==> src/rtl/deq_pkg.sv <==
// ============================================================================
// deq_pkg: shared types and constants of the double-ended queue unit
// Holds the queue depth, derived widths, opcode and error codes, the request
// and response payload structs and the controller command struct.
// ============================================================================
package deq_pkg;

   // Number of slots in the ring buffer.
   localparam int DEPTH   = 16;
   localparam int IDX_W   = (DEPTH > 1) ? $clog2(DEPTH) : 1;
   localparam int CNT_W   = $clog2(DEPTH + 1);
   localparam int VALUE_W = 32;
   localparam int OP_W    = 3;
   localparam int OCC_W   = 5;
   localparam int ERR_W   = 2;

   // Opcodes. Codes above OP_QUERY behave as a query.
   localparam logic [OP_W-1:0] OP_PUSH_FRONT = 3'd0;
   localparam logic [OP_W-1:0] OP_PUSH_BACK  = 3'd1;
   localparam logic [OP_W-1:0] OP_POP_FRONT  = 3'd2;
   localparam logic [OP_W-1:0] OP_POP_BACK   = 3'd3;
   localparam logic [OP_W-1:0] OP_QUERY      = 3'd4;

   // Error codes.
   localparam logic [ERR_W-1:0] ERR_OK        = 2'd0;
   localparam logic [ERR_W-1:0] ERR_POP_EMPTY = 2'd1;
   localparam logic [ERR_W-1:0] ERR_PUSH_FULL = 2'd2;

   // Value reported for front and back when the queue is empty.
   localparam logic signed [VALUE_W-1:0] EMPTY_VALUE = '1;

   typedef struct packed {
      logic [OP_W-1:0]           opcode;
      logic signed [VALUE_W-1:0] push_value;
   } req_payload_type;

   typedef struct packed {
      logic signed [VALUE_W-1:0] front_value;
      logic signed [VALUE_W-1:0] back_value;
      logic                      is_empty;
      logic                      is_full;
      logic [OCC_W-1:0]          occupancy;
      logic [ERR_W-1:0]          error_code;
   } rsp_payload_type;

   // Commands from the controller to the datapath.
   typedef struct packed {
      logic capture;  // load the accepted request
      logic update;   // apply the operation to pointers, count and slots
      logic read;     // read the front and back slots
   } deq_cmd_type;

endpackage

==> src/rtl/deq_ram.sv <==
// ============================================================================
// deq_ram: generic RAM with one write port and two registered read ports
// Write and reads happen at the rising clock edge; read data is held while
// the read enable is low.
// ============================================================================
module deq_ram #(
   parameter int WIDTH = 32,
   parameter int DEPTH = 16
) (
   input  logic                                     clock,
   input  logic                                     wr_en,
   input  logic [((DEPTH > 1) ? $clog2(DEPTH) : 1)-1:0] wr_addr,
   input  logic [WIDTH-1:0]                         wr_data,
   input  logic                                     rd_en,
   input  logic [((DEPTH > 1) ? $clog2(DEPTH) : 1)-1:0] rd_addr_a,
   input  logic [((DEPTH > 1) ? $clog2(DEPTH) : 1)-1:0] rd_addr_b,
   output logic [WIDTH-1:0]                         rd_data_a,
   output logic [WIDTH-1:0]                         rd_data_b
);

   logic [WIDTH-1:0] mem_ff [DEPTH];
   logic [WIDTH-1:0] rd_data_a_ff;
   logic [WIDTH-1:0] rd_data_b_ff;

   always_ff @(posedge clock) begin
      if (wr_en) begin
         mem_ff[wr_addr] <= wr_data;
      end
      if (rd_en) begin
         rd_data_a_ff <= mem_ff[rd_addr_a];
         rd_data_b_ff <= mem_ff[rd_addr_b];
      end
   end

   assign rd_data_a = rd_data_a_ff;
   assign rd_data_b = rd_data_b_ff;

endmodule

==> src/rtl/deq_ctrl.sv <==
// ============================================================================
// deq_ctrl: sequencing state machine of the double-ended queue unit
// Walks each request through capture, update, slot read and response.
// ============================================================================
module deq_ctrl
   import deq_pkg::*;
(
   input  logic        clock,
   input  logic        reset,
   input  logic        req_valid,
   output logic        req_ready,
   output logic        rsp_valid,
   input  logic        rsp_ready,
   output deq_cmd_type cmd
);

   typedef enum logic [3:0] {
      ST_IDLE   = 4'b0001,
      ST_UPDATE = 4'b0010,
      ST_READ   = 4'b0100,
      ST_RESP   = 4'b1000
   } state_type;

   state_type state_ff;
   state_type state_in;

   always_comb begin
      state_in = state_ff;
      case (state_ff)
         ST_IDLE: begin
            if (req_valid) begin
               state_in = ST_UPDATE;
            end
         end
         ST_UPDATE: begin
            state_in = ST_READ;
         end
         ST_READ: begin
            state_in = ST_RESP;
         end
         ST_RESP: begin
            if (rsp_ready) begin
               state_in = ST_IDLE;
            end
         end
         default: begin
            state_in = ST_IDLE;
         end
      endcase
   end

   always_ff @(posedge clock) begin
      if (reset) begin
         state_ff <= ST_IDLE;
      end else begin
         state_ff <= state_in;
      end
   end

   assign req_ready   = (state_ff == ST_IDLE);
   assign rsp_valid   = (state_ff == ST_RESP);
   assign cmd.capture = req_valid && (state_ff == ST_IDLE);
   assign cmd.update  = (state_ff == ST_UPDATE);
   assign cmd.read    = (state_ff == ST_READ);

endmodule

==> src/rtl/deq_datapath.sv <==
// ============================================================================
// deq_datapath: pointers, count and slot storage of the double-ended queue
// Applies one operation per update command and reads the front and back
// slots on a read command.
// ============================================================================
module deq_datapath
   import deq_pkg::*;
(
   input  logic            clock,
   input  logic            reset,
   input  deq_cmd_type     cmd,
   input  req_payload_type req_payload,
   output rsp_payload_type rsp_payload
);

   logic [OP_W-1:0]    op_ff;
   logic [VALUE_W-1:0] value_ff;
   logic [ERR_W-1:0]   err_ff;
   logic [ERR_W-1:0]   err_in;
   logic [IDX_W-1:0]   head_ff;
   logic [IDX_W-1:0]   head_in;
   logic [IDX_W-1:0]   tail_ff;
   logic [IDX_W-1:0]   tail_in;
   logic [CNT_W-1:0]   count_ff;
   logic [CNT_W-1:0]   count_in;

   logic [IDX_W-1:0]   head_inc;
   logic [IDX_W-1:0]   head_dec;
   logic [IDX_W-1:0]   tail_inc;
   logic [IDX_W-1:0]   tail_dec;
   logic               q_empty;
   logic               q_full;
   logic               wr_en;
   logic [IDX_W-1:0]   wr_addr;
   logic [VALUE_W-1:0] rd_front;
   logic [VALUE_W-1:0] rd_back;
   logic [OCC_W+CNT_W-1:0] occ_ext;

   localparam logic [IDX_W-1:0] LAST_IDX  = IDX_W'(DEPTH - 1);
   localparam logic [CNT_W-1:0] FULL_CNT  = CNT_W'(DEPTH);
   localparam logic [CNT_W-1:0] CNT_ONE   = CNT_W'(1);

   assign head_inc = (head_ff == LAST_IDX) ? '0 : head_ff + IDX_W'(1);
   assign head_dec = (head_ff == '0) ? LAST_IDX : head_ff - IDX_W'(1);
   assign tail_inc = (tail_ff == LAST_IDX) ? '0 : tail_ff + IDX_W'(1);
   assign tail_dec = (tail_ff == '0) ? LAST_IDX : tail_ff - IDX_W'(1);
   assign q_empty  = (count_ff == '0);
   assign q_full   = (count_ff == FULL_CNT);

   always_comb begin
      head_in  = head_ff;
      tail_in  = tail_ff;
      count_in = count_ff;
      err_in   = ERR_OK;
      wr_en    = 1'b0;
      wr_addr  = tail_ff;
      case (op_ff)
         OP_PUSH_FRONT: begin
            if (q_full) begin
               err_in = ERR_PUSH_FULL;
            end else begin
               head_in  = head_dec;
               wr_addr  = head_dec;
               wr_en    = 1'b1;
               count_in = count_ff + CNT_ONE;
            end
         end
         OP_PUSH_BACK: begin
            if (q_full) begin
               err_in = ERR_PUSH_FULL;
            end else begin
               tail_in  = tail_inc;
               wr_addr  = tail_ff;
               wr_en    = 1'b1;
               count_in = count_ff + CNT_ONE;
            end
         end
         OP_POP_FRONT: begin
            if (q_empty) begin
               err_in = ERR_POP_EMPTY;
            end else begin
               head_in  = head_inc;
               count_in = count_ff - CNT_ONE;
            end
         end
         OP_POP_BACK: begin
            if (q_empty) begin
               err_in = ERR_POP_EMPTY;
            end else begin
               tail_in  = tail_dec;
               count_in = count_ff - CNT_ONE;
            end
         end
         default: begin
            // Query and unused codes leave the queue as it is.
         end
      endcase
   end

   // Request payload and error code; no reset needed.
   always_ff @(posedge clock) begin
      if (cmd.capture) begin
         op_ff    <= req_payload.opcode;
         value_ff <= req_payload.push_value;
      end
      if (cmd.update) begin
         err_ff <= err_in;
      end
   end

   always_ff @(posedge clock) begin
      if (reset) begin
         head_ff  <= '0;
         tail_ff  <= '0;
         count_ff <= '0;
      end else if (cmd.update) begin
         head_ff  <= head_in;
         tail_ff  <= tail_in;
         count_ff <= count_in;
      end
   end

   deq_ram #(
      .WIDTH (VALUE_W),
      .DEPTH (DEPTH)
   ) u_slots (
      .clock     (clock),
      .wr_en     (wr_en && cmd.update),
      .wr_addr   (wr_addr),
      .wr_data   (value_ff),
      .rd_en     (cmd.read),
      .rd_addr_a (head_ff),
      .rd_addr_b (tail_dec),
      .rd_data_a (rd_front),
      .rd_data_b (rd_back)
   );

   assign occ_ext = {{OCC_W{1'b0}}, count_ff};

   assign rsp_payload.front_value = q_empty ? EMPTY_VALUE : $signed(rd_front);
   assign rsp_payload.back_value  = q_empty ? EMPTY_VALUE : $signed(rd_back);
   assign rsp_payload.is_empty    = q_empty;
   assign rsp_payload.is_full     = q_full;
   assign rsp_payload.occupancy   = occ_ext[OCC_W-1:0];
   assign rsp_payload.error_code  = err_ff;

`ifndef ASSERT_OFF
   a_count_bound: assert property (@(posedge clock) disable iff (reset)
      count_ff <= FULL_CNT)
      else $error("element count exceeds the queue depth");

   a_empty_ptrs: assert property (@(posedge clock) disable iff (reset)
      q_empty |-> (head_ff == tail_ff))
      else $error("empty queue with head and tail apart");

   a_full_ptrs: assert property (@(posedge clock) disable iff (reset)
      q_full |-> (head_ff == tail_ff))
      else $error("full queue with head and tail apart");

   a_pop_empty: assert property (@(posedge clock) disable iff (reset)
      (cmd.update && q_empty && ((op_ff == OP_POP_FRONT) || (op_ff == OP_POP_BACK)))
      |=> ((err_ff == ERR_POP_EMPTY) && q_empty))
      else $error("pop on empty queue not flagged or changed the count");
`endif

endmodule

==> src/rtl/double_ended_queue_unit.sv <==
// ============================================================================
// double_ended_queue_unit: bounded double-ended queue of signed 32-bit values
// Top level joining the sequencing controller and the ring-buffer datapath.
// ============================================================================
// Each request carries an opcode (push front, push back, pop front, pop back,
// or query; unused codes act as a query) and a value that only the pushes
// use, and produces exactly one response: the front and back values after
// the operation (all ones when the queue is empty), empty and full flags,
// the occupancy and an error code. A pop on an empty queue and a push on a
// full queue are flagged and leave the queue unchanged. The elements live in
// a DEPTH-entry ring buffer held in a small RAM with one write port and two
// registered read ports. One request is handled at a time: it is taken in
// the idle state, updates the pointers and writes its slot in the update
// state, reads the front and back slots through the registered RAM ports
// in the read state, and is then held as a response until rsp_ready takes
// it. req_ready returns only after the response is taken, so no new request
// is accepted while one is in flight; the RAM's registered read after the
// write is why a read state follows the update state. No clearing pass
// is needed after reset, since only slots that were written are ever
// reported.
module double_ended_queue_unit
   import deq_pkg::*;
(
   input  logic            clock,
   input  logic            reset,
   input  logic            req_valid,
   output logic            req_ready,
   input  req_payload_type req_payload,
   output logic            rsp_valid,
   input  logic            rsp_ready,
   output rsp_payload_type rsp_payload
);

   deq_cmd_type cmd;

   // The controller sequences each request; the datapath holds all state
   // that the queue itself carries.
   deq_ctrl u_ctrl (
      .clock     (clock),
      .reset     (reset),
      .req_valid (req_valid),
      .req_ready (req_ready),
      .rsp_valid (rsp_valid),
      .rsp_ready (rsp_ready),
      .cmd       (cmd)
   );

   deq_datapath u_datapath (
      .clock       (clock),
      .reset       (reset),
      .cmd         (cmd),
      .req_payload (req_payload),
      .rsp_payload (rsp_payload)
   );

endmodule
==> config.mk <==
export PLATFORM = sky130hd
export DESIGN_NAME = double_ended_queue_unit
export DESIGN_NICKNAME = d
export VERILOG_FILES = /design/src/rtl/deq_pkg.sv /design/src/rtl/deq_ram.sv /design/src/rtl/deq_ctrl.sv /design/src/rtl/deq_datapath.sv /design/src/rtl/double_ended_queue_unit.sv
export SDC_FILE = /design/constraint.sdc
export NUM_CORES = 1
export LEC_CHECK = 0
export BUFFER_PORTS_ARGS = -buffer_cell sky130_fd_sc_hd__buf_4
export CAP_MARGIN = 20
export CORE_AREA = 2 2 239 241
export CTS_BUF_LIST = sky130_fd_sc_hd__clkbuf_8 sky130_fd_sc_hd__clkbuf_16
export DETAILED_ROUTE_END_ITERATION = 7
export DIE_AREA = 0 0 241 243
export GPL_ROUTABILITY_DRIVEN = 1
export PLACE_DENSITY = 0.75
export SYNTH_ARGS = -nofsm -noshare
export SYNTH_HDL_FRONTEND = slang
export SYNTH_SLANG_ARGS = --single-unit
==> constraint.sdc <==
create_clock -name clock -period 8.9 [get_ports clock]
set_input_delay 0.445 -clock clock [delete_from_list [all_inputs] [get_ports clock]]
set_output_delay 0.445 -clock clock [all_outputs]
set_load 0.05 [all_outputs]
Word-level counts from Yosys, hierarchy flattened. Memory sizes are Yosys's and may differ from the RTL's. A register that Yosys moved wholly into a read port is not among the register bits. Cells that the tools add are included.

Bits in registers: 54. Memory bits (writable): 512. Input port bits: 39. Memories kept: 1.

Memories: u_datapath.u_slots.mem_ff (depth 16, bits a word 32, read ports 2, clocked after Yosys merged registers in 2, write ports 1, RTL line deq_ram.sv:21) `logic [WIDTH-1:0] mem_ff [DEPTH];`.

Add/sub/neg operators: 6. Equality and inequality tests: 18. Mux-type cells: 27. Reduce and logical (&&, ||, !) cells: 15.

Operators with widths (number): 32-bit two-way mux (2); 4-bit two-way mux (12); 4-bit case mux with 2 select lines (2); 4-bit case mux with 4 select lines (1); 2-bit inequality test (second input constant) (7); 4-bit == test (second input constant) (3); 4-bit AND reduction (3); 5-bit two-way mux (2); 5-bit case mux with 2 select lines (1); 4-bit by 1-bit adder with 4-bit output (second input constant) (2); 4-bit logical NOT (2); 4-bit by 1-bit subtractor with 4-bit output (second input constant) (2); 3-bit by 2-bit == test with 1-bit output (second input constant) (2); 2-bit nonzero test (3); 5-bit by 1-bit adder with 5-bit output (second input constant) (1); 5-bit == test (second input constant) (1); 5-bit logical NOT (1); 1-bit two-way mux (5); 5-bit by 1-bit subtractor with 5-bit output (second input constant) (1); 4-bit by 1-bit == test with 1-bit output (second input constant) (1); 4-bit by 2-bit == test with 1-bit output (second input constant) (1); 4-bit by 3-bit == test with 1-bit output (second input constant) (1); 2-bit case mux with 2 select lines (1); 2-bit OR reduction (2); 6 further kinds (7).

Logic depth before layout (Yosys ltp). Gate-level depths: netlist of run 1.

Depth in word-level cells: 6. Gate-level depth with buffers: 12.

Modules after synthesis. A second synthesis of run 1 with hierarchy kept.

Cells, all modules: 1408. Area, all modules: 27711.6 µm².

Modules (own cells, without submodules): deq_ram (times used 1, cells an instance 1141, area each 24827.6 µm², seq. area each 17296.6 µm²); deq_datapath (times used 1, cells an instance 243, area each 2643.8 µm², seq. area each 1371.3 µm²); deq_ctrl (times used 1, cells an instance 24, area each 240.2 µm², seq. area each 80.1 µm²).

Worst setup path before layout of run 1. No wires, ideal clock.

Path kind: register to register. Start: reg u_ctrl.state_ff[2]. End: reg u_datapath.u_slots.rd_data_a_ff[0] (netlist: u_datapath.u_slots.rd_data_a[0]) (read register of u_datapath.u_slots.mem_ff), enable pin. Setup time: 0.670 ns. Data arrival time: 7.114 ns. Setup slack: 1.116 ns. Cell stages (with the launch flop): 2. Clock period less this slack: 7.784 ns. Cell sequence: dfxtp_1 > nor4b_1.

Longest elaborated chain between the ends: 1.

RTL lines: start: declaration (RTL line deq_ctrl.sv:24) `state_type state_ff;`; start signal: assignment (RTL line deq_ctrl.sv:56) `state_ff <= state_in;`; 4-bit by 3-bit == test with 1-bit output (RTL line deq_ctrl.sv:64) `assign cmd.read = (state_ff == ST_READ);`; end: declaration (RTL line deq_ram.sv:22) `logic [WIDTH-1:0] rd_data_a_ff;`.

Every way passes these cells. A chain may end at the register's enable or synchronous reset.

Final worst setup path of run 1.
Start: reg u_datapath.tail_ff[0]. End: reg u_datapath.u_slots.rd_data_b_ff[8] (netlist: u_datapath.u_slots.rd_data_b[8]) (read register of u_datapath.u_slots.mem_ff) (data pin).

Longest elaborated chain between the ends: 2.

RTL lines: start: declaration (RTL line deq_datapath.sv:22) `logic [IDX_W-1:0] tail_ff;`; start signal: assignment (RTL line deq_datapath.sv:118) `tail_ff <= tail_in;`; 4-bit by 1-bit subtractor with 4-bit output or 4-bit logical NOT (tied branches) (RTL line deq_datapath.sv:46) `assign tail_dec = (tail_ff == '0) ? LAST_IDX : tail_ff - IDX_W'(1);`; 4-bit two-way mux * (RTL line deq_datapath.sv:46); end: declaration (RTL line deq_ram.sv:23) `logic [WIDTH-1:0] rd_data_b_ff;`.

Every way passes the cells marked *; elsewhere a longest branch is shown, timed or not.

==> summary.md, run 1 <==
| Metric | Value |
|---|---|
| Status | `finished, final reports clean` |
| Setup CP Type | `register to register` |
| CP endpoint kind | `register` |
| PD cells | `191.3 nW/um2` |
| Period utilization | `0.5161` |
| Worst EP required | `9.26 ns` |
| Dpl cell area | `29,540 um2` |
| PostCTS Resize Cnt | `0` |
| EDFF count, synth | `613` |
| Ports | `114` |
| Antenna violations before repair | `0` |
| Die width | `241 um` |
| RR Startpoint | `u_datapath.tail_ff[0]$_SDFFE_PP0P_` |
| FF-to-FF End | `u_datapath.u_slots.rd_data_b[8]$_DFFE_PP_` |
| Fmax | `217.7 MHz` |
| H-tree depth | `2` |
| ANT nets after route | `0` |
| TritonRoute pass-1 iters | `6` |
| Crit path launch type | `register` |
| Unique masters post-synth | `59` |
| P_leak | `10.05 nW` |
| Post-Syn Instances | `1,473` |
| Ys flop type | `edfxtp_1` |
| Synth warnings | `0` |
| Worst hold stages | `1` |
| Synthesized area per cell | `18.81 um2` |
| Normalized max-slew margin | `0.2494` |
| Commonest non-fill, non-tap cells in the layout | `edfxtp_1, mux4_2, buf_4` |
| CP Data Arrival Time | `4.95 ns` |
| NumNets Final | `1,657` |
| Final Cell Area | `31,930 um2` |
| Via count | `15,570` |
| Grt total ovfl | `0` |
| Post-Route Utilization | `0.5707` |
| Unrepaired setup endpoints after global routing | `no` |
| Final setup violation count | `0` |
| Fraction of registers with async set/reset | `0` |
| Global-route wire length before repair | `101,500 um` |
| Setup crit end | `u_datapath.u_slots.rd_data_b[8]$_DFFE_PP_` |
| Pin count of the biggest net entering global routing | `69` |
| Seq cells post-synth | `630` |
| Root buf cell | `clkbuf_16` |
| Critical Path Source | `u_datapath.tail_ff[0]$_SDFFE_PP0P_` |
| Cts-stage hold buffer count | `33` |
| Die height | `243 um` |
| GRT Util Overall | `0.2387` |
| Setup Buffers After CTS | `0` |
| Share of layout cells above drive strength 1 | `0.3478` |
| TritonCTS buffer count | `61` |
| FF-to-FF path depth | `8` |
| Final hold vios | `0` |
| Ant diodes | `0` |
| Clk sink count | `630` |
| CTS tree | `built` |
| Vias in the first global route | `16,130` |
| Row Count | `87` |
| Setup TNS Final | `0 ns` |
| Core area | `55,950 um2` |
| Layout Skew | `0.03421 ns` |
| Hold Path Class | `input pin to register` |
| Worst-Margin Slew | `1.126 ns` |
| Die ar. | `58,560 um2` |
| Initial DRC Count | `1,885` |
| Mapped Area | `27,700 um2` |
| Max-slew violations | `0` |
| Max-cap violation count | `0` |
| Buffers on Ports | `113` |
| Clk_lat worst skew | `0.63 ns` |
| Layout area overhead | `15.27%` |
| Most common cell after layout, fill and taps aside | `edfxtp_1` |
| Total power after layout | `0.006107 W` |
| CTS Buffer Depth | `3` |
| HP Start | `req_payload[6]` |
| Post-synthesis sequential area ratio | `0.6768` |
| R2r setup slk | `4.31 ns` |
| Final hold slack | `0.02231 ns` |
| Syn nets | `1,520` |
| VDD IR-drop max | `0.1921 mV` |
| Detailed Route WL | `68,870 um` |
| DRC errors left | `0` |
| Routed len/inst | `28.48 um` |
| Worst Path Max Fanout | `46` |
| Via/cell ratio | `6.440` |
| CTS clk-pin slew, worst paths | `0.06 ns` |
| GPL Wtd Cong | `0.7912` |
| Final min period | `4.593 ns` |
| Initial Util | `0.4951` |
| HPWL after detailed placement | `36,890 um` |
routing by layer:
layer / up-vias / GRT usage / part of all wire
li1: 6488 / - / -
met1: 8117 / 0.3124 / 0.37
met2: 818 / 0.4051 / 0.51
met3: 148 / 0.03810 / 0.086
met4: 0 / 0.08606 / 0.030
met5: - / 0 / 0
synthesized netlist by cell type, drive strengths merged, types with 2 or more instances:
cell type | instances | share of area
nor2b | 5 | 0.0011
or2 | 65 | 0.015
o21ai | 69 | 0.013
o21ba | 2 | 0.00072
xnor2 | 7 | 0.0022
clkbuf | 70 | 0.0095
a21boi | 2 | 0.00054
a22o | 118 | 0.037
buf | 40 | 0.0078
nand3 | 36 | 0.0065
edfxtp | 613 | 0.66
mux4 | 223 | 0.18
o31ai | 4 | 0.0011
mux2 | 4 | 0.0016
nor3 | 4 | 0.00072
nand2 | 27 | 0.0037
inv | 11 | 0.0015
a211oi | 6 | 0.0021
nor4b | 4 | 0.0013
a31oi | 5 | 0.0011
and2 | 5 | 0.0011
a21oi | 16 | 0.0029
nand2b | 5 | 0.0011
a22oi | 33 | 0.0089
xor2 | 3 | 0.00095
nor2 | 32 | 0.0043
ha | 7 | 0.0032
a211o | 2 | 0.00063
dfxtp | 17 | 0.012
clkinv | 2 | 0.00027
a21o | 2 | 0.00054
o211ai | 6 | 0.0016
mux2i | 10 | 0.0036
a2111oi | 2 | 0.00086
worst max-delay path, stage by stage, from the launching register on:
cell and delay, ns:
dfxtp_1 0.65, inv_2 0.27, ha_1 0.43, or3b_1 0.56, nand2_4 0.45, buf_4 0.86
mux4_2 0.60, a22o_1 0.24, a211o_1 0.22
power by group:
group	switching (W)	internal, W	total (W)
sequential	0.0000542	0.00329	0.00335
combinational	0.0000987	0.0000674	0.000166
clock	0.00108	0.00151	0.00259
total	0.00124	0.00487	0.00611
registers in the layout (all words and copies together), names as in the netlist:
register and flops:
u_datapath.tail_ff 4, u_datapath.err_ff 2, u_ctrl.state_ff 4, u_datapath.count_ff 5, u_datapath.u_slots.rd_data_b 32, u_datapath.u_slots.mem_ff 512, u_datapath.op_ff 3, u_datapath.value_ff 32
u_datapath.u_slots.rd_data_a 32, u_datapath.head_ff 4
cells by family (layout without fill, tap and decap cells):
group                    Yosys count  in the layout  synth area share
XOR/XNOR                          10             10          0.003162
AND/OR/NAND/NOR                  191            191           0.03726
multiplexers                     237            237            0.1865
buffers and inverters            123            312           0.01910
flip-flops                       630            630            0.6768
AO/OA/AOI/OAI                    274            274           0.07330
adder cells (fa/ha/maj)            8              8          0.003884
metrics by stage:
step	cells	setup WS, ns
final	2418	4.307
after global routing	2418	4.034
after CTS	2417	4.266
after detailed placement	2269	4.351
after global placement	2268	4.438
after floorplan	1473	1.116
worst min path at each step:
stage	to
6_report	u_datapath.value_ff[6]$_DFFE_PP_
5_1_grt	u_datapath.value_ff[6]$_DFFE_PP_
4_1_cts	u_datapath.value_ff[6]$_DFFE_PP_
3_5_place_dp	u_datapath.count_ff[2]$_SDFFE_PP0P_
3_3_place_gp	u_datapath.count_ff[2]$_SDFFE_PP0P_
2_1_floorplan	u_ctrl.state_ff[0]$_SDFFE_PP1P_
area by class of cell:
| type | instances | area [um2] |
|---|---|---|
| clock buffer | 67 | 1632 |
| timing repair buffer | 184 | 1504 |
| tap | 756 | 945.9 |
| multi-input combinational | 720 | 8643 |
| inverter | 13 | 48.80 |
| clock inverter | 48 | 401.6 |
| fill | 4195 | 24020 |
| sequential | 630 | 18760 |
(Power assumes the default switching activity.)
==> inputs of run 2 (changes only) <==
Settings changed: PLACE_DENSITY 0.75 to 0.78.
Clock period 8.9 ns to 4.06 ns, I/O delays scaled along.
==> summary.md, run 2 (synthesis gave the netlist of run 1 again) <==
| Metric | Value |
|---|---|
| Total internal power | `0.01077 W` |
| Layout Skew | `0.02123 ns` |
| CTS clk-pin slew, worst paths | `0.06 ns` |
| DRC errors left | `0` |
| P_leak | `10.23 nW` |
| Critical Path Source | `u_datapath.tail_ff[1]$_SDFFE_PP0P_` |
| CP peak stage delay | `0.55 ns` |
| TritonRoute pass-1 iters | `5` |
| CP Data Arrival Time | `3.85 ns` |
| Initial Util | `0.4951` |
| Fillcell total | `4,084` |
| GRT Util Overall | `0.2516` |
| Clk pwr share | `0.431` |
| GPL Wtd Cong | `0.8667` |
| Routed len/inst | `29.75 um` |
| Crit path launch type | `register` |
| Vias in the first global route | `16,720` |
| Core area | `55,950 um2` |
| RR Startpoint | `u_datapath.tail_ff[1]$_SDFFE_PP0P_` |
| H-tree depth | `3` |
| Worst Path Max Fanout | `25` |
| VDD IR-drop max | `0.3408 mV` |
| Ports | `114` |
| Share of layout cells above drive strength 1 | `0.3517` |
| Initial DRC Count | `2,144` |
| Worst-Margin Slew | `1.068 ns` |
| HPWL after detailed placement | `39,930 um` |
| Clk sink count | `630` |
| Row Count | `87` |
| Pin count of the biggest net entering global routing | `89` |
| ANT nets after route | `0` |
| Commonest non-fill, non-tap cells in the layout | `edfxtp_1, mux4_2, buf_4` |
| Hold Path Class | `input pin to register` |
| Root buf cell | `clkbuf_16` |
| Detailed Route WL | `72,750 um` |
| Net Sw Power | `0.002787 W` |
| Grt total ovfl | `0` |
| Reg power frac | `0.541` |
| Max-slew violations | `0` |
| TritonCTS buffer count | `66` |
| Setup CP Type | `register to register` |
| Die width | `241 um` |
| Ant diodes | `0` |
| Max FFs per register | `512` |
| Period utilization | `0.8662` |
| Clk_lat worst skew | `0.60 ns` |
| Post-Route Utilization | `0.5778` |
| Most common cell after layout, fill and taps aside | `edfxtp_1` |
| Fmax | `284.4 MHz` |
| Cell Chain, Critical Path | `inv_1, ha_1, or3b_1, nand2_4, buf_4, mux4_2, a22oi_1, nand3_1` |
| Via/cell ratio | `6.668` |
| Global-route wire length before repair | `106,900 um` |
| Antenna violations before repair | `0` |
| Buffers on Ports | `113` |
| Die height | `243 um` |
| Footprint of the multi-input gates | `8652 um2` |
| PostCTS Resize Cnt | `0` |
| CP endpoint kind | `register` |
| PD cells | `419.5 nW/um2` |
| Unrepaired setup endpoints after global routing | `no` |
| Power share of the combinational group | `0.028` |
| Via count | `16,300` |
| Status | `finished, final reports clean` |
| Setup TNS Final | `0 ns` |
| Sw Share | `0.2055` |
| Layout area overhead | `16.69%` |
| CTS Buffer Depth | `3` |
| Final hold vios | `0` |
| Final min period | `3.517 ns` |
| Largest Register | `u_datapath.u_slots.mem_ff` |
| FF/Latch Area | `18,760 um2` |
| Normalized max-slew margin | `0.2880` |
| Die ar. | `58,560 um2` |
| Slowest stage cell, crit path | `or3b_1` |
| Cts-stage hold buffer count | `40` |
| Final setup violation count | `0` |
| Worst EP required | `4.39 ns` |
| NumNets Final | `1,689` |
| Setup Buffers After CTS | `0` |
| R2r setup slk | `0.54 ns` |
| HP Start | `req_payload[17]` |
| CTS tree | `built` |
| Max-cap violation count | `0` |
run 2: cell count changes in the layout (fill, tap and decap cells not counted), sizes merged:
cell         delta
buf            +20
bufinv          -3
clkbuf          +4
clkinv          +2
clkinvlp        -3
dlygate4sd3     +7
run 2: per-stage QoR:
stage	instance area, um2	setup WS (ns)	hold WS [ns]	total power (W)	instances
after floorplan	27720	0.06144	0.3019	0.007643	1473
after global placement	29820	0.6532	0.3814	0.007806	2289
after detailed placement	29820	0.5408	0.3824	0.007823	2289
after CTS	32300	0.5410	0.3015	0.01364	2444
after global routing	32330	0.2822	0.3135	0.01391	2445
final	32330	0.5433	0.3309	0.01356	2445
run 2: power by group through the flow:
stage	Clock [W]	Combinational (W)	Sequential, W
finish	0.00584	0.000381	0.00734
global route	0.00616	0.000406	0.00735
CTS	0.00592	0.000384	0.00734
detailed placement	0	0.000350	0.00747
global placement	0	0.000345	0.00746
floorplan	0	0.000216	0.00743
run 2: layout make-up:
type / count / area share
Timing Repair Buffer: 211 / 0.05697
Tap cell: 756 / 0.02926
Clock buffer: 71 / 0.05496
Clock inverter: 44 / 0.009405
Inverter: 13 / 0.001510
Sequential cell: 630 / 0.5802
Multi-Input combinational cell: 720 / 0.2676
run 2: per-layer routing:
metal,wire length [um],vias to the layer above,GRT usage
li1,-,6553,-
met1,26190,8382,0.3315
met2,35910,1163,0.4043
met3,7561,205,0.05493
met4,3082,0,0.1109
met5,0,-,0
run 2: path summary, 6_finish.rpt:
| kind | cells after the start | end |
|---|---|---|
| worst max-delay path | 8 | u_datapath.u_slots.rd_data_b[30]$_DFFE_PP_ |
| worst min-delay path | 2 | u_datapath.value_ff[17]$_DFFE_PP_ |
| worst max register to register | 8 | u_datapath.u_slots.rd_data_b[30]$_DFFE_PP_ |
| worst min register to register | 2 | u_datapath.count_ff[3]$_SDFFE_PP0P_ |
run 2: worst max-delay path: cells and delay by family, from the launching register on:
family | cells | cell delay, ns
AO/OA/AOI/OAI | 1 | 0.21
buffers and inverters | 2 | 0.54
adder cells (fa/ha/maj) | 1 | 0.38
AND/OR/NAND/NOR | 3 | 1.17
flip-flops | 1 | 0.39
multiplexers | 1 | 0.54
==> inputs of run 3 (changes only) <==
Settings changed: BUFFER_PORTS_ARGS -buffer_cell sky130_fd_sc_hd__buf_4 to default, DONT_BUFFER_PORTS from default to 1, HOLD_SLACK_MARGIN from default to 0.06, PLACE_DENSITY 0.78 to 0.76.
==> summary.md, run 3 (synthesis gave the netlist of run 1 again) <==
| Metric | Value |
|---|---|
| Most common cell after layout, fill and taps aside | `edfxtp_1` |
| VDD IR-drop max | `0.2801 mV` |
| Post-placement setup slack | `0.4518 ns` |
| Worst EP required | `4.35 ns` |
| Worst-Margin Slew | `0.9799 ns` |
| Max-cap violation count | `0` |
| Hold Path Class | `input pin to register` |
| CP Data Arrival Time | `3.88 ns` |
| TritonCTS buffer count | `66` |
| Layout area overhead | `13.79%` |
| GPL Wtd Cong | `0.8025` |
| Setup TNS Final | `0 ns` |
| CP endpoint kind | `register` |
| Share of layout cells above drive strength 1 | `0.3101` |
| Detailed Route WL | `71,800 um` |
| CTS clk-pin slew, worst paths | `0.06 ns` |
| Layout Skew | `0.02645 ns` |
| CTS tree | `built` |
| Core area | `55,950 um2` |
| ANT nets after route | `0` |
| HPWL after detailed placement | `39,830 um` |
| PnR worst setup slack | `0.4657 ns` |
| Initial Util | `0.4951` |
| Max FFs per register | `512` |
| P_leak | `9.747 nW` |
| Worst Path Max Fanout | `21` |
| Ports | `114` |
| Die ar. | `58,560 um2` |
| DRC errors left | `0` |
| Status | `finished, final reports clean` |
| Die height | `243 um` |
| NumNets Final | `1,579` |
| Normalized max-slew margin | `0.3468` |
| Setup CP Type | `register to register` |
| Die width | `241 um` |
| GRT Util Overall | `0.2490` |
| Via/cell ratio | `6.729` |
| PD cells | `428.2 nW/um2` |
| Final hold vios | `0` |
| Max-slew violations | `0` |
| Root buf cell | `clkbuf_16` |
| Initial DRC Count | `1,970` |
| Period utilization | `0.8853` |
| Routed len/inst | `30.73 um` |
| Antenna violations before repair | `0` |
| CTS Buffer Depth | `3` |
| Commonest non-fill, non-tap cells in the layout | `edfxtp_1, mux4_2, a22o_1` |
| Vias in the first global route | `16,100` |
| Final hold slack | `0.2260 ns` |
| Clk sink count | `630` |
| Via count | `15,720` |
| Fmax | `278.2 MHz` |
| Grt total ovfl | `0` |
| Crit path launch type | `register` |
| Final min period | `3.594 ns` |
| Global-route wire length before repair | `105,800 um` |
| Buffers on Ports | `0` |
| Pin count of the biggest net entering global routing | `91` |
| Row Count | `87` |
| Clk_lat worst skew | `0.61 ns` |
| Final setup violation count | `0` |
| Unrepaired setup endpoints after global routing | `no` |
| TritonRoute pass-1 iters | `5` |
| Largest Register | `u_datapath.u_slots.mem_ff` |
| PostCTS Resize Cnt | `0` |
| Fillcell total | `4,117` |
| Setup Buffers After CTS | `0` |
| H-tree depth | `3` |
| Ant diodes | `0` |
| Total power after layout | `0.01350 W` |
[run 3: through the flow]
stage	instances	instance area [um2]	util
after floorplan	1473	27720	-
after global placement	2182	29080	0.5197
after detailed placement	2182	29080	0.5197
after CTS	2336	31520	0.5634
after global routing	2336	31520	0.5634
final	2336	31520	0.5634
[run 3: power by group]
group / internal (W) / leakage, nW / switching [W] / total [W]
Sequential: 0.00722 / 5.66 / 0.000125 / 0.00734
Clock: 0.00339 / 1.07 / 0.00245 / 0.00583
Combinational: 0.000113 / 3.02 / 0.000209 / 0.000322
[run 3: worst max-delay path: stages, from the launching register on]
cell and delay (ns):
dfxtp_1 0.73, nor4_2 0.20, nand2_1 0.16, inv_1 0.25, nor4b_1 0.77, nand2_1 0.42, nor2_4 0.47, buf_12 0.26
[run 3: routing by layer]
metal	up-vias	share of wire	global-route usage
met2	1056	0.49	0.4042
met3	161	0.10	0.05550
met5	-	0	0
met1	8170	0.37	0.3297
met4	0	0.034	0.09495
li1	6332	-	-
[run 3: timing repair]
action	CTS	global route
hold buffers	38	0
hold endpoints to repair	52	0
endpoints found under the setup margin	0	0
[run 3: final cells by class]
class                      count  area, um2  area share
sequential                   630      18760      0.5950
multi-input combinational    720       8665      0.2749
clock buffer                  69       1727     0.05477
timing repair buffer         101       1041     0.03302
tap                          756      945.9     0.03001
clock inverter                47      340.3     0.01080
inverter                      13      48.80    0.001548
[run 3: final timing paths]
check                                              endpoint                                start  slack [ns]  cells past startpoint
hold / removal            u_datapath.value_ff[26]$_DFFE_PP_                      req_payload[26]        0.23                      1
setup reg to reg  u_datapath.u_slots.mem_ff[9][9]$_DFFE_PP_  u_datapath.count_ff[1]$_SDFFE_PP0P_        0.47                      7
setup / recovery  u_datapath.u_slots.mem_ff[9][9]$_DFFE_PP_  u_datapath.count_ff[1]$_SDFFE_PP0P_        0.47                      7
hold reg to reg          u_datapath.tail_ff[1]$_SDFFE_PP0P_   u_datapath.tail_ff[1]$_SDFFE_PP0P_        0.61                      2
